File: src/hw/rtl/http_chunked_decoder_macros.svh
// assertion macros shared by the chunked decoder rtl
`ifndef HTTP_CHUNKED_DECODER_MACROS_SVH
`define HTTP_CHUNKED_DECODER_MACROS_SVH

// same-cycle implication, sampled on clk, quiet during reset
`define HCD_ASSERT_NOW(lbl, ante, cons, msg) \
  lbl: assert property (@(posedge clk) disable iff (!rst_n) (ante) |-> (cons)) else $error(msg);

// next-cycle implication, sampled on clk, quiet during reset
`define HCD_ASSERT_NEXT(lbl, ante, cons, msg) \
  lbl: assert property (@(posedge clk) disable iff (!rst_n) (ante) |=> (cons)) else $error(msg);

`endif

File: src/hw/rtl/hcd_pkg.sv
// types and constants for the chunked transfer decoder
package hcd_pkg;

  localparam int LEN_W = 19;

  localparam logic [7:0] CH_CR   = 8'h0D;
  localparam logic [7:0] CH_LF   = 8'h0A;
  localparam logic [7:0] CH_SEMI = 8'h3B;

  typedef enum logic [2:0] {
    PH_SIZE,
    PH_EXT,
    PH_DATA,
    PH_CR,
    PH_LF,
    PH_IDLE
  } phase_t;

  typedef enum logic [1:0] {
    KIND_DATA = 2'd0,
    KIND_DONE = 2'd1,
    KIND_ERR  = 2'd2
  } kind_t;

  typedef struct packed {
    logic [7:0] body_byte;
    logic       end_of_body;
  } in_item_t;

  typedef struct packed {
    kind_t            result_kind;
    logic [7:0]       data_byte;
    logic [LEN_W-1:0] total_length;
  } out_item_t;

  // {valid, nibble} for an ascii hex digit
  function automatic logic [4:0] hex_val(input logic [7:0] c);
    logic [4:0] r;
    r = 5'd0;
    if (c >= 8'h30 && c <= 8'h39) begin
      r = {1'b1, 4'(c - 8'h30)};
    end else if (c >= 8'h61 && c <= 8'h66) begin
      r = {1'b1, 4'(c - 8'h57)};
    end else if (c >= 8'h41 && c <= 8'h46) begin
      r = {1'b1, 4'(c - 8'h37)};
    end
    return r;
  endfunction

endpackage

File: src/hw/rtl/http_chunked_decoder.sv
// http/1.1 chunked body decoder, one body byte per item
// latency: a result item is valid the cycle after the byte that causes it is accepted
// throughput: one byte per cycle; input stalls only while a held result is stalled
// the whole parse step sits between the input handshake and the result register
// reset (rst_n, synchronous, active low): capacity returns to MAX_OUTPUT, parser to the
//   chunk-size phase with zero count, result register empty
`include "http_chunked_decoder_macros.svh"

module http_chunked_decoder #(
  parameter int MAX_OUTPUT  = 262144,
  parameter int SIZE_DIGITS = 8
) (
  input  logic                          clk,
  input  logic                          rst_n,
  input  logic                          in_valid,
  output logic                          in_stall,
  input  hcd_pkg::in_item_t             in_item,
  output logic                          out_valid,
  input  logic                          out_stall,
  output hcd_pkg::out_item_t            out_item,
  input  logic                          cfg_we,
  input  logic [hcd_pkg::LEN_W-1:0]     cfg_wdata
);

  // count and capacity are wide enough for MAX_OUTPUT and for the 19-bit length field
  localparam int CAP_BITS = $clog2(MAX_OUTPUT + 1);
  localparam int CW       = (CAP_BITS > hcd_pkg::LEN_W) ? CAP_BITS : hcd_pkg::LEN_W;
  // chunk size accumulator holds SIZE_DIGITS hex digits
  localparam int SW       = 4 * SIZE_DIGITS;
  // width used to compare the chunk size against the room left
  localparam int RW       = (SW > CW) ? SW : CW;
  localparam logic [CW-1:0] MAX_CAP = CW'(MAX_OUTPUT);

  // parser state
  hcd_pkg::phase_t phase_r, phase_nxt;
  logic            digit_r, digit_nxt;
  logic [SW-1:0]   chunk_r, chunk_nxt;
  logic [CW-1:0]   count_r, count_nxt;
  logic [CW-1:0]   cap_r, cap_nxt;

  // result register
  logic               out_valid_r, out_valid_nxt;
  hcd_pkg::out_item_t out_item_r, out_item_nxt;

  logic            in_accept;
  logic [7:0]      c;
  logic            last;
  logic [4:0]      hex;
  logic            is_delim;
  logic [CW-1:0]   room;
  logic            fit_err;
  logic            has_res;
  hcd_pkg::kind_t  kind;
  logic            terminal;

  // a new byte goes in unless a finished result is held by the far side
  assign in_stall  = out_valid_r && out_stall;
  assign in_accept = in_valid && !in_stall;

  assign c    = in_item.body_byte;
  assign last = in_item.end_of_body;
  assign hex  = hcd_pkg::hex_val(c);
  assign is_delim = (c == hcd_pkg::CH_CR) || (c == hcd_pkg::CH_LF) ||
                    (c == hcd_pkg::CH_SEMI);

  // space left for a chunk, one byte held in reserve
  assign room    = cap_r - count_r - CW'(1);
  assign fit_err = (cap_r <= count_r) || (RW'(chunk_r) > RW'(room));

  // capacity register: values above the build limit clamp to it
  always_comb begin
    cap_nxt = cap_r;
    if (cfg_we) begin
      cap_nxt = (CW'(cfg_wdata) > MAX_CAP) ? MAX_CAP : CW'(cfg_wdata);
    end
  end

  // one parse step per accepted byte
  always_comb begin
    phase_nxt = phase_r;
    digit_nxt = digit_r;
    chunk_nxt = chunk_r;
    count_nxt = count_r;
    has_res   = 1'b0;
    kind      = hcd_pkg::KIND_DATA;

    unique case (phase_r)
      hcd_pkg::PH_SIZE: begin
        if (is_delim) begin
          if (!digit_r) begin
            // empty size line
            has_res = 1'b1;
            kind    = hcd_pkg::KIND_ERR;
          end else if (c == hcd_pkg::CH_LF) begin
            // size line ends here
            if (chunk_r == '0) begin
              has_res = 1'b1;
              kind    = hcd_pkg::KIND_DONE;
            end else if (fit_err) begin
              has_res = 1'b1;
              kind    = hcd_pkg::KIND_ERR;
            end else begin
              phase_nxt = hcd_pkg::PH_DATA;
            end
          end else begin
            // cr or extension: skip up to the line feed
            phase_nxt = hcd_pkg::PH_EXT;
          end
        end else if (!hex[4] || (chunk_r[SW-1 -: 4] != 4'd0)) begin
          // not a hex digit, or the size would not fit the accumulator
          has_res = 1'b1;
          kind    = hcd_pkg::KIND_ERR;
        end else begin
          chunk_nxt = SW'({chunk_r, hex[3:0]});
          digit_nxt = 1'b1;
        end
      end
      hcd_pkg::PH_EXT: begin
        if (c == hcd_pkg::CH_LF) begin
          if (chunk_r == '0) begin
            has_res = 1'b1;
            kind    = hcd_pkg::KIND_DONE;
          end else if (fit_err) begin
            has_res = 1'b1;
            kind    = hcd_pkg::KIND_ERR;
          end else begin
            phase_nxt = hcd_pkg::PH_DATA;
          end
        end
      end
      hcd_pkg::PH_DATA: begin
        has_res   = 1'b1;
        kind      = hcd_pkg::KIND_DATA;
        count_nxt = count_r + CW'(1);
        chunk_nxt = chunk_r - SW'(1);
        if (chunk_r == SW'(1)) begin
          phase_nxt = hcd_pkg::PH_CR;
        end
      end
      hcd_pkg::PH_CR: begin
        if (c == hcd_pkg::CH_CR) begin
          phase_nxt = hcd_pkg::PH_LF;
        end else if (c == hcd_pkg::CH_LF) begin
          phase_nxt = hcd_pkg::PH_SIZE;
          digit_nxt = 1'b0;
          chunk_nxt = '0;
        end else begin
          has_res = 1'b1;
          kind    = hcd_pkg::KIND_ERR;
        end
      end
      hcd_pkg::PH_LF: begin
        if (c == hcd_pkg::CH_LF) begin
          phase_nxt = hcd_pkg::PH_SIZE;
          digit_nxt = 1'b0;
          chunk_nxt = '0;
        end else begin
          has_res = 1'b1;
          kind    = hcd_pkg::KIND_ERR;
        end
      end
      hcd_pkg::PH_IDLE: begin
        // waiting for the end mark after done or error
      end
      default: begin
      end
    endcase

    // end mark before the zero chunk: error, even in place of a data byte
    if (last && (phase_r != hcd_pkg::PH_IDLE) &&
        !(has_res && (kind != hcd_pkg::KIND_DATA))) begin
      has_res = 1'b1;
      kind    = hcd_pkg::KIND_ERR;
    end

    terminal = has_res && (kind != hcd_pkg::KIND_DATA);
    if (terminal) begin
      phase_nxt = hcd_pkg::PH_IDLE;
    end

    // end mark restarts the parser
    if (last) begin
      phase_nxt = hcd_pkg::PH_SIZE;
      digit_nxt = 1'b0;
      chunk_nxt = '0;
      count_nxt = '0;
    end

    out_item_nxt.result_kind  = kind;
    out_item_nxt.data_byte    = (kind == hcd_pkg::KIND_DATA) ? c : 8'd0;
    out_item_nxt.total_length = (kind == hcd_pkg::KIND_DONE) ?
                                count_r[hcd_pkg::LEN_W-1:0] : '0;
  end

  // result register fills on a result, empties when taken
  always_comb begin
    if (in_accept && has_res) begin
      out_valid_nxt = 1'b1;
    end else if (out_stall) begin
      out_valid_nxt = out_valid_r;
    end else begin
      out_valid_nxt = 1'b0;
    end
  end

  always_ff @(posedge clk) begin
    if (!rst_n) begin
      phase_r     <= hcd_pkg::PH_SIZE;
      digit_r     <= 1'b0;
      chunk_r     <= '0;
      count_r     <= '0;
      cap_r       <= MAX_CAP;
      out_valid_r <= 1'b0;
    end else begin
      cap_r       <= cap_nxt;
      out_valid_r <= out_valid_nxt;
      if (in_accept) begin
        phase_r <= phase_nxt;
        digit_r <= digit_nxt;
        chunk_r <= chunk_nxt;
        count_r <= count_nxt;
      end
    end
  end

  // payload only loads with a new result
  always_ff @(posedge clk) begin
    if (in_accept && has_res) begin
      out_item_r <= out_item_nxt;
    end
  end

  assign out_valid = out_valid_r;
  assign out_item  = out_item_r;

  // data phase always has bytes left in the chunk
  `HCD_ASSERT_NOW(a_data_nonempty, phase_r == hcd_pkg::PH_DATA, chunk_r != '0, "data phase with empty chunk")
  // an end-marked byte leaves the parser restarted
  `HCD_ASSERT_NEXT(a_end_restarts, in_accept && in_item.end_of_body, (phase_r == hcd_pkg::PH_SIZE) && (count_r == '0) && !digit_r, "end mark did not restart parser")
  // a byte taken in the data phase always yields a data or error result
  `HCD_ASSERT_NEXT(a_data_result, in_accept && (phase_r == hcd_pkg::PH_DATA), out_valid_r && ((out_item_r.result_kind == hcd_pkg::KIND_DATA) || (out_item_r.result_kind == hcd_pkg::KIND_ERR)), "data byte produced no result")

endmodule
File: config.mk
export PLATFORM = sky130hd
export DESIGN_NAME = http_chunked_decoder
export DESIGN_NICKNAME = d
export VERILOG_FILES = /design/src/hw/rtl/hcd_pkg.sv /design/src/hw/rtl/http_chunked_decoder.sv
export VERILOG_INCLUDE_DIRS = /design/src /design/src/hw/rtl
export SDC_FILE = /design/constraint.sdc
export NUM_CORES = 1
export LEC_CHECK = 0
export BUFFER_PORTS_ARGS = -buffer_cell sky130_fd_sc_hd__buf_4
export CORE_MARGIN = 10
export CORE_UTILIZATION = 47
export DETAILED_ROUTE_END_ITERATION = 10
export PLACE_DENSITY = 0.65
export SLEW_MARGIN = 20
export SYNTH_ARGS = -nofsm -noshare
export SYNTH_HDL_FRONTEND = slang
export SYNTH_SLANG_ARGS = --single-unit
File: constraint.sdc
create_clock -name clk -period 12.3 [get_ports clk]
set_input_delay 2.46 -clock clk [delete_from_list [all_inputs] [get_ports clk]]
set_output_delay 2.46 -clock clk [all_outputs]
set_load 0.03 [all_outputs]
==> report_table.html, run 1 <==
<table>
<tr><th>Metric</th><th>Value</th></tr>
<tr><th colspan="2">Status</th></tr>
<tr><td>Outcome</td><td>completed</td></tr>
<tr><th colspan="2">Power and ir drop</th></tr>
<tr><td>Static power due to leakage</td><td>3.14 nW</td></tr>
<tr><td>Power density over the cells</td><td>approximately 120 nW/um2</td></tr>
<tr><td>Largest voltage drop on the vdd net</td><td>between 0.00006 and 0.00007 V</td></tr>
<tr><th colspan="2">Cells and area</th></tr>
<tr><td>Design area</td><td>between 7000 and 8000 um2</td></tr>
<tr><td>Layout Area Growth over Synthesis</td><td>12.6%</td></tr>
<tr><td>Footprint of the flip-flops and latches</td><td>2370 um2</td></tr>
<tr><td>Count of inserted antenna diode cells</td><td>0</td></tr>
<tr><td>Combined area of the multi-input logic cells</td><td>roughly 4300 um2</td></tr>
<tr><td>Count of fill cells added during filler insertion</td><td>roughly 1,400</td></tr>
<tr><td>Final #Nets</td><td>around 980</td></tr>
<tr><td>Layout cell share with drive strength beyond 1</td><td>0.122</td></tr>
<tr><td>Final cell count without fillers</td><td>around 1,100</td></tr>
<tr><td>Fin util</td><td>0.542</td></tr>
<tr><th colspan="2">Worst setup path</th></tr>
<tr><td>Largest fanout on the critical path</td><td>29</td></tr>
<tr><td>Worst path required time</td><td>~12,000 ps</td></tr>
<tr><td>CP Data Arrival Time</td><td>approximately 6600 ps</td></tr>
<tr><td>CP Launch Type</td><td>flip-flop</td></tr>
<tr><td>Endpoint class of the critical path</td><td>flip-flop</td></tr>
<tr><td>Kind of critical path</td><td>reg2reg</td></tr>
<tr><th colspan="2">Clock network</th></tr>
<tr><td>Post-CTS Hold Fix Bufs</td><td>0</td></tr>
<tr><td>Clock sinks</td><td>between 100 and 150</td></tr>
<tr><td>Clock transition at the registers of the reported paths</td><td>about 80 ps</td></tr>
<tr><td>Root buffer cell</td><td>sky130_fd_sc_hd__clkbuf_16</td></tr>
<tr><td>Max H-tree Level</td><td>3</td></tr>
<tr><td>Number of clock buffers inserted by TritonCTS</td><td>9</td></tr>
<tr><td>Clock insertion delay at the later pin of the skew report</td><td>about 370 ps</td></tr>
<tr><td>Max Root-Sink Buffers</td><td>2</td></tr>
<tr><td>TritonCTS clock tree</td><td>built</td></tr>
<tr><td>CTS resizes</td><td>0</td></tr>
<tr><td>Count of buffers added by post-CTS timing repair for setup</td><td>0</td></tr>
<tr><th colspan="2">STA</th></tr>
<tr><td>Worst setup skew after layout</td><td>between 10 and 15 ps</td></tr>
<tr><td>Max transition margin</td><td>0.289</td></tr>
<tr><td>Final critical delay including setup and external delays</td><td>6470 ps</td></tr>
<tr><td>Max Transition Viols Final</td><td>0</td></tr>
<tr><td>Unrepaired setup endpoints after global routing</td><td>false</td></tr>
<tr><td>Number of setup violations in the final report</td><td>0</td></tr>
<tr><td>Fmax achieved</td><td>0.155 GHz</td></tr>
<tr><td>Period Utilization, post-route</td><td>0.526</td></tr>
<tr><td>Slew at the pin closest to its max-slew limit</td><td>1060 ps</td></tr>
<tr><td>Hold violation total from the final report</td><td>0</td></tr>
<tr><td>Sum of negative setup slack</td><td>0 ps</td></tr>
<tr><th colspan="2">Yosys</th></tr>
<tr><td>Yosys Warn Count</td><td>0</td></tr>
<tr><td>Share of synthesized area occupied by flip-flops and latches</td><td>0.338</td></tr>
<tr><td>Post-synthesis cell count</td><td>863</td></tr>
<tr><td>Yosys cell types</td><td>66</td></tr>
<tr><td>Asr flop ratio synth</td><td>0</td></tr>
<tr><td>Synthesized net count</td><td>between 900 and 1,000</td></tr>
<tr><td>Syn Std Cell Area</td><td>roughly 7000 um2</td></tr>
<tr><td>Synth cell count leaders</td><td>86 x sky130_fd_sc_hd__a21oi_1, 75 x sky130_fd_sc_hd__dfxtp_1, 63 x sky130_fd_sc_hd__nor2_1, 62 x sky130_fd_sc_hd__nand2_1, 46 x sky130_fd_sc_hd__ha_1</td></tr>
<tr><td>Avg Cell Area, Syn</td><td>just over 8 um2</td></tr>
<tr><td>Synth top area share</td><td>0.214</td></tr>
<tr><td>Count of flip-flops with a built-in enable after synthesis</td><td>29</td></tr>
<tr><td>Most repeated cell in the gate-level netlist after synthesis</td><td>sky130_fd_sc_hd__a21oi_1</td></tr>
<tr><td>Post-synthesis cell type with the largest combined area</td><td>sky130_fd_sc_hd__dfxtp_1</td></tr>
<tr><td>Yosys reg bits</td><td>104</td></tr>
<tr><td>Primary FF master, synth</td><td>sky130_fd_sc_hd__dfxtp_1</td></tr>
<tr><td>Top area cells in the synthesized netlist</td><td>sky130_fd_sc_hd__dfxtp_1 21%, sky130_fd_sc_hd__edfxtp_1 12%, sky130_fd_sc_hd__ha_1 8.2%, sky130_fd_sc_hd__a21oi_1 6.1%, sky130_fd_sc_hd__nor2b_1 3.7%</td></tr>
<tr><th colspan="2">Route</th></tr>
<tr><td>Antenna-violating nets left</td><td>0</td></tr>
<tr><td>DR pass1 iterations</td><td>5</td></tr>
<tr><td>DR iter-0 viols</td><td>approximately 600</td></tr>
<tr><td>Total number of vias</td><td>6,288</td></tr>
<tr><td>Detailed-route vias per instance</td><td>5.80</td></tr>
<tr><td>DRT Wirelength</td><td>around 18,000 um</td></tr>
<tr><td>Post-detailed-route DRC marker count</td><td>0</td></tr>
<tr><td>WL/cell</td><td>roughly 17 um</td></tr>
<tr><th colspan="2">GRT</th></tr>
<tr><td>Global-route met3 utilization</td><td>0.0294</td></tr>
<tr><td>Via count of the first global-routing pass</td><td>a little under 6,000</td></tr>
<tr><td>Met1 track utilization from global routing</td><td>0.258</td></tr>
<tr><td>Busiest layer in global routing</td><td>met2</td></tr>
<tr><td>Global route overflow</td><td>0</td></tr>
<tr><td>Global-route track usage on met2</td><td>0.267</td></tr>
<tr><td>Combined global-route utilization of all metal layers</td><td>0.180</td></tr>
<tr><td>Maximum number of pins on one net before global-route repair</td><td>62</td></tr>
<tr><td>Antenna violations before repair</td><td>0</td></tr>
<tr><td>Wire length of the first global-routing pass</td><td>30,200 um</td></tr>
<tr><th colspan="2">Min path</th></tr>
<tr><td>Classification of the worst-slack hold path</td><td>reg2reg</td></tr>
<tr><th colspan="2">Floorplanning</th></tr>
<tr><td>Total core area</td><td>14,600 um2</td></tr>
<tr><td>Row Count</td><td>between 40 and 50</td></tr>
<tr><td>Starting density of the core</td><td>0.481</td></tr>
<tr><td>Die Footprint</td><td>around 20,000 um2</td></tr>
<tr><td>I/O pin count</td><td>between 60 and 70</td></tr>
<tr><td>Die extent in y</td><td>around 140 um</td></tr>
<tr><td>Die Wd</td><td>142 um</td></tr>
<tr><th colspan="2">Placement</th></tr>
<tr><td>Weighted congestion at the end of routability-driven global placement</td><td>between 0.9 and 1</td></tr>
<tr><td>Number of placed instances with taps included</td><td>1,069</td></tr>
<tr><td>Post-place instance area</td><td>7600 um2</td></tr>
<tr><td>Placed wire-length estimate after detailed placement</td><td>approximately 13,000 um</td></tr>
<tr><td>Number of buffers added on ports</td><td>63</td></tr>
<tr><th colspan="2">Run</th></tr>
<tr><td>Number of maximum-capacitance violations</td><td>0</td></tr>
</table>
[through the flow]
stage	setup slack (ps)	hold slack (ps)	total power, mW
after global routing	5290	534	0.973
after detailed placement	5960	499	0.630
after floorplan	6500	446	0.564
final	5830	509	0.925
after CTS	5900	510	0.931
after global placement	6150	486	0.628
[final timing paths]
path	from	to	slack, ps	depth (start not counted)
max reg2reg	count_r[0]$_SDFFE_PN0P_	out_item[10]$_SDFFCE_PP0P_	5830	22
min	chunk_r[26]$_SDFFE_PN0P_	chunk_r[26]$_SDFFE_PN0P_	510	2
max	count_r[0]$_SDFFE_PN0P_	out_item[10]$_SDFFCE_PP0P_	5830	22
min reg2reg	chunk_r[26]$_SDFFE_PN0P_	chunk_r[26]$_SDFFE_PN0P_	510	2
[cell type report]
class,instances,area share
timing repair buffer,68,0.0645
inverter,45,0.0214
clock inverter,7,0.0111
multi-input combinational,668,0.546
tap,184,0.0291
sequential,104,0.300
clock buffer,9,0.0285
[state kept, by name, indices dropped and copies added (netlist names)]
name,count
cap_r,19
phase_r,3
out_item,29
digit_r,1
count_r,19
chunk_r,32
out_valid,1
[critical path: stages, from the launching register on]
cell	delay (ps)
sky130_fd_sc_hd__dfxtp_1	430
sky130_fd_sc_hd__inv_1	120
sky130_fd_sc_hd__ha_1	240
sky130_fd_sc_hd__fa_1	400
sky130_fd_sc_hd__a21o_1	170
sky130_fd_sc_hd__a21oi_1	210
sky130_fd_sc_hd__nor2b_1	70
sky130_fd_sc_hd__o21a_1	180
sky130_fd_sc_hd__o22ai_1	240
sky130_fd_sc_hd__o311ai_0	240
sky130_fd_sc_hd__or4_1	510
sky130_fd_sc_hd__a2111oi_0	410
sky130_fd_sc_hd__nor3b_1	110
sky130_fd_sc_hd__ha_1	300
sky130_fd_sc_hd__a21o_1	170
sky130_fd_sc_hd__or4_1	520
sky130_fd_sc_hd__a211oi_1	180
sky130_fd_sc_hd__o211ai_1	260
sky130_fd_sc_hd__o21ai_0	270
sky130_fd_sc_hd__o21ai_0	130
sky130_fd_sc_hd__a2111oi_0	670
sky130_fd_sc_hd__nor2_2	70
sky130_fd_sc_hd__buf_4	270
[logic make-up after synthesis]
family,count (synthesis),synth area share
simple gates,340,0.255
compound gates,238,0.219
flops,104,0.338
buf+inv,91,0.0501
fa+ha+maj,48,0.0862
xor+xnor,41,0.0511
mux,1,0.00143
[power breakdown]
part           switching [mW]  internal [mW]
combinational           0.142         0.0934
clock                   0.155          0.146
sequential             0.0170          0.371
total                   0.315          0.610
[cells in the final DEF (no fill, tap or decap), types with 6 or more instances in the layout]
cell type,instances
sky130_fd_sc_hd__a21oi_1,86
sky130_fd_sc_hd__dfxtp_1,75
sky130_fd_sc_hd__buf_4,68
sky130_fd_sc_hd__nor2_1,62
sky130_fd_sc_hd__nand2_1,62
sky130_fd_sc_hd__ha_1,46
sky130_fd_sc_hd__inv_1,45
sky130_fd_sc_hd__nor2b_1,42
sky130_fd_sc_hd__nor3_1,39
sky130_fd_sc_hd__and2_1,36
sky130_fd_sc_hd__o21ai_0,35
sky130_fd_sc_hd__edfxtp_1,29
sky130_fd_sc_hd__xnor2_1,28
sky130_fd_sc_hd__nand3_1,23
sky130_fd_sc_hd__nor4_1,19
sky130_fd_sc_hd__a21o_1,15
sky130_fd_sc_hd__xor2_1,13
sky130_fd_sc_hd__nand4_1,12
sky130_fd_sc_hd__a31oi_1,12
sky130_fd_sc_hd__a22oi_1,10
sky130_fd_sc_hd__a311oi_1,10
sky130_fd_sc_hd__or3_1,9
sky130_fd_sc_hd__o22ai_1,9
sky130_fd_sc_hd__clkbuf_16,9
sky130_fd_sc_hd__o221a_2,8
sky130_fd_sc_hd__o21ai_1,6
sky130_fd_sc_hd__or4_1,6
sky130_fd_sc_hd__a211o_1,6
[metal layers]
| layer | vias up | share of wire |
|---|---|---|
| met5 | - | 0 |
| li1 | 3211 | - |
| met1 | 2887 | 0.50 |
| met4 | 0 | 0.016 |
| met2 | 172 | 0.43 |
| met3 | 18 | 0.053 |
Power figures use the tool's default switching activity.
==> run 2: changes to the inputs <==
==> constraint.sdc (replaced) <==
create_clock -name clk -period 6.45 [get_ports clk]
set_input_delay 1.29 -clock clk [delete_from_list [all_inputs] [get_ports clk]]
set_output_delay 1.29 -clock clk [all_outputs]
set_load 0.03 [all_outputs]
==> report_table.html, run 2 (same netlist as run 1, synthesis figures left out) <==
<table>
<tr><th>Metric</th><th>Value</th></tr>
<tr><th colspan="2">Route</th></tr>
<tr><td>DR pass1 iterations</td><td>5 (unchanged)</td></tr>
<tr><td>DRT Wirelength</td><td>18,300 um (+0.98%)</td></tr>
<tr><td>DR iter-0 viols</td><td>752 (+28%)</td></tr>
<tr><td>Total number of vias</td><td>6,324 (+0.57%)</td></tr>
<tr><td>WL/cell</td><td>16.8 um (+0.51%)</td></tr>
<tr><td>Post-detailed-route DRC marker count</td><td>0 (unchanged)</td></tr>
<tr><td>Antenna-violating nets left</td><td>0 (unchanged)</td></tr>
<tr><td>Detailed-route vias per instance</td><td>5.80 (+0.11%)</td></tr>
<tr><th colspan="2">Floorplanning</th></tr>
<tr><td>I/O pin count</td><td>64 (unchanged)</td></tr>
<tr><td>Die Wd</td><td>142 um (unchanged)</td></tr>
<tr><td>Starting density of the core</td><td>0.481 (unchanged)</td></tr>
<tr><td>Total core area</td><td>14,600 um2 (unchanged)</td></tr>
<tr><td>Row Count</td><td>44 (unchanged)</td></tr>
<tr><td>Die Footprint</td><td>20,200 um2 (unchanged)</td></tr>
<tr><td>Die extent in y</td><td>142 um (unchanged)</td></tr>
<tr><th colspan="2">GRT</th></tr>
<tr><td>Combined global-route utilization of all metal layers</td><td>0.178 (-0.00190)</td></tr>
<tr><td>Global route overflow</td><td>0 (unchanged)</td></tr>
<tr><td>Maximum number of pins on one net before global-route repair</td><td>62 (unchanged)</td></tr>
<tr><td>Via count of the first global-routing pass</td><td>5,767 (-1.6%)</td></tr>
<tr><td>Antenna violations before repair</td><td>0 (unchanged)</td></tr>
<tr><td>Wire length of the first global-routing pass</td><td>29,900 um (-0.96%)</td></tr>
<tr><th colspan="2">Power and ir drop</th></tr>
<tr><td>Register share of total power</td><td>0.420 (about the same)</td></tr>
<tr><td>Fraction of power spent switching nets</td><td>0.337 (-0.00368)</td></tr>
<tr><td>Largest voltage drop on the vdd net</td><td>0.000122 V (+85%)</td></tr>
<tr><td>Power density over the cells</td><td>222 nW/um2 (+90%)</td></tr>
<tr><td>Power share of the clock group</td><td>0.317 (-0.009)</td></tr>
<tr><td>Static power due to leakage</td><td>3.16 nW (+0.70%)</td></tr>
<tr><td>Relative contribution of combinational cells to total power</td><td>0.263 (+0.008)</td></tr>
<tr><td>Switching Power</td><td>592 uW (+88%)</td></tr>
<tr><td>Int Pwr</td><td>1.17 mW (+91%)</td></tr>
<tr><th colspan="2">Clock network</th></tr>
<tr><td>Number of clock buffers inserted by TritonCTS</td><td>9 (unchanged)</td></tr>
<tr><td>Clock insertion delay at the later pin of the skew report</td><td>360 ps (about the same)</td></tr>
<tr><td>TritonCTS clock tree</td><td>built</td></tr>
<tr><td>Root buffer cell</td><td>sky130_fd_sc_hd__clkbuf_16</td></tr>
<tr><td>Clock sinks</td><td>104 (unchanged)</td></tr>
<tr><td>Max H-tree Level</td><td>3 (unchanged)</td></tr>
<tr><td>Max Root-Sink Buffers</td><td>2 (unchanged)</td></tr>
<tr><td>Clock transition at the registers of the reported paths</td><td>80 ps (about the same)</td></tr>
<tr><th colspan="2">STA</th></tr>
<tr><td>Worst Slack Setup Final</td><td>401 ps (-5430 ps)</td></tr>
<tr><td>Hold violation total from the final report</td><td>0 (unchanged)</td></tr>
<tr><td>Period Utilization, post-route</td><td>0.938 (+0.412)</td></tr>
<tr><td>Max transition margin</td><td>0.302 (+0.0136)</td></tr>
<tr><td>Number of setup violations in the final report</td><td>0 (unchanged)</td></tr>
<tr><td>Sum of negative setup slack</td><td>0 ps (unchanged)</td></tr>
<tr><td>Max Transition Viols Final</td><td>0 (unchanged)</td></tr>
<tr><td>Fmax achieved</td><td>0.165 GHz (+7.0%)</td></tr>
<tr><td>Slew at the pin closest to its max-slew limit</td><td>1040 ps (-20.3 ps)</td></tr>
<tr><td>Worst setup skew after layout</td><td>10.5 ps (-1.25 ps)</td></tr>
<tr><td>Unrepaired setup endpoints after global routing</td><td>false</td></tr>
<tr><td>Final critical delay including setup and external delays</td><td>6050 ps (-423 ps)</td></tr>
<tr><th colspan="2">Worst setup path</th></tr>
<tr><td>Cell count of the worst reg-to-reg path</td><td>23 (+4.5%)</td></tr>
<tr><td>Crit path capture</td><td>out_item[12]$_SDFFCE_PP0P_</td></tr>
<tr><td>CP Data Arrival Time</td><td>6170 ps (-400 ps)</td></tr>
<tr><td>Largest fanout on the critical path</td><td>20 (-31%)</td></tr>
<tr><td>R2R Path Start</td><td>count_r[0]$_SDFFE_PN0P_</td></tr>
<tr><td>Critical Path Start</td><td>count_r[0]$_SDFFE_PN0P_</td></tr>
<tr><td>Register-to-register setup slack</td><td>400 ps (-5430 ps)</td></tr>
<tr><td>Worst path required time</td><td>6570 ps (-5830 ps)</td></tr>
<tr><td>Worst reg2reg endpoint</td><td>out_item[12]$_SDFFCE_PP0P_</td></tr>
<tr><td>Endpoint class of the critical path</td><td>flip-flop</td></tr>
<tr><td>CP Launch Type</td><td>flip-flop</td></tr>
<tr><td>Kind of critical path</td><td>reg2reg</td></tr>
<tr><th colspan="2">Cells and area</th></tr>
<tr><td>Final #Nets</td><td>981 (+0.51%)</td></tr>
<tr><td>Most frequent standard cell in the layout excluding fill and tap cells</td><td>sky130_fd_sc_hd__a21oi_1</td></tr>
<tr><td>Register name with the most flops</td><td>chunk_r</td></tr>
<tr><td>Max FFs per register</td><td>32 (unchanged)</td></tr>
<tr><td>Commonest cells after routing, fill and taps aside</td><td>86 x sky130_fd_sc_hd__a21oi_1, 75 x sky130_fd_sc_hd__dfxtp_1, 73 x sky130_fd_sc_hd__buf_4</td></tr>
<tr><td>Layout Area Growth over Synthesis</td><td>13.1%</td></tr>
<tr><td>Layout cell share with drive strength beyond 1</td><td>0.128 (+0.00595)</td></tr>
<tr><td>Design area</td><td>7940 um2 (+0.43%)</td></tr>
<tr><td>Count of inserted antenna diode cells</td><td>0 (unchanged)</td></tr>
<tr><th colspan="2">Status</th></tr>
<tr><td>Outcome</td><td>completed</td></tr>
<tr><th colspan="2">Placement</th></tr>
<tr><td>Post-placement setup slack</td><td>143 ps (-5820 ps)</td></tr>
<tr><td>Number of buffers added on ports</td><td>63 (unchanged)</td></tr>
<tr><td>Post-place instance area</td><td>7620 um2 (+0.30%)</td></tr>
<tr><td>Weighted congestion at the end of routability-driven global placement</td><td>0.925 (+0.96%)</td></tr>
<tr><td>Placed wire-length estimate after detailed placement</td><td>13,100 um (+1.5%)</td></tr>
<tr><th colspan="2">Min path</th></tr>
<tr><td>Classification of the worst-slack hold path</td><td>reg2reg</td></tr>
<tr><th colspan="2">Run</th></tr>
<tr><td>Number of maximum-capacitance violations</td><td>0 (unchanged)</td></tr>
</table>
==> run 2: cell count changes in the layout (fill, tap and decap cells not counted), sizes merged <==
cell,delta
inv,+2
buf,+5
clkinv,-2
==> run 2: area by class of cell <==
type | count | area [um2]
Fill cell | 1397 | 6650
Clock inverter | 7 | 71.3
Sequential cell | 104 | 2370
Timing Repair Buffer | 73 | 548
Multi-Input combinational cell | 668 | 4330
Tap cell | 184 | 230
Inverter | 45 | 169
Clock buffer | 9 | 225
==> run 2: through the flow <==
step | hold slack [ps] | util | power [mW] | cells
2_1_floorplan | 446 | - | 1.08 | 863
3_3_place_gp | 465 | 0.522 | 1.20 | 1072
3_5_place_dp | 474 | 0.522 | 1.20 | 1072
4_1_cts | 492 | 0.543 | 1.76 | 1088
5_1_grt | 540 | 0.545 | 1.85 | 1090
6_report | 491 | 0.545 | 1.76 | 1090
==> run 2: timing repair <==
action,CTS,global route
buffers inserted,0,2
resized for setup,0,6
hold buffers,0,0
endpoints found under the setup margin,0,29
==> run 2: power groups by stage <==
stage / sequential [mW] / combinational (mW) / clock [mW]
global route: 0.745 / 0.514 / 0.590
detailed placement: 0.755 / 0.449 / 0
CTS: 0.740 / 0.451 / 0.565
finish: 0.740 / 0.462 / 0.558
floorplan: 0.776 / 0.301 / 0
global placement: 0.755 / 0.446 / 0
==> run 2: worst min-delay path by stage <==
stage,slack (ps),start,depth (start not counted),endpoint
after CTS,490,digit_r$_SDFFE_PN0P_,2,digit_r$_SDFFE_PN0P_
after global routing,540,digit_r$_SDFFE_PN0P_,2,digit_r$_SDFFE_PN0P_
after global placement,470,digit_r$_SDFFE_PN0P_,2,digit_r$_SDFFE_PN0P_
final,490,digit_r$_SDFFE_PN0P_,2,digit_r$_SDFFE_PN0P_
after detailed placement,470,digit_r$_SDFFE_PN0P_,2,digit_r$_SDFFE_PN0P_
after floorplan,450,cap_r[18]$_SDFFE_PN1P_,2,cap_r[18]$_SDFFE_PN1P_
==> run 2: worst max-delay path, stage by stage, from the launching register on <==
cell and delay, ps:
sky130_fd_sc_hd__dfxtp_1 420, sky130_fd_sc_hd__inv_1 120, sky130_fd_sc_hd__ha_1 240, sky130_fd_sc_hd__fa_1 410, sky130_fd_sc_hd__a21o_1 170, sky130_fd_sc_hd__a21oi_1 210
sky130_fd_sc_hd__nor2b_1 80, sky130_fd_sc_hd__o21a_1 190, sky130_fd_sc_hd__o22ai_1 240, sky130_fd_sc_hd__o311ai_1 190, sky130_fd_sc_hd__or4_1 510, sky130_fd_sc_hd__a2111oi_2 330
sky130_fd_sc_hd__nor3b_1 90, sky130_fd_sc_hd__ha_1 300, sky130_fd_sc_hd__a21o_1 170, sky130_fd_sc_hd__or4_1 510, sky130_fd_sc_hd__a211oi_1 180, sky130_fd_sc_hd__o211ai_1 240
sky130_fd_sc_hd__o21ai_1 210, sky130_fd_sc_hd__o21ai_0 110, sky130_fd_sc_hd__a2111oi_1 380, sky130_fd_sc_hd__buf_4 200, sky130_fd_sc_hd__nor2_4 100, sky130_fd_sc_hd__buf_4 210
==> run 2: layer usage <==
metal	up-vias	global-route usage	share of wire
li1	3210	-	-
met4	0	0.0576	0.014
met3	20	0.0397	0.071
met1	2883	0.254	0.49
met5	-	0	0
met2	211	0.260	0.42
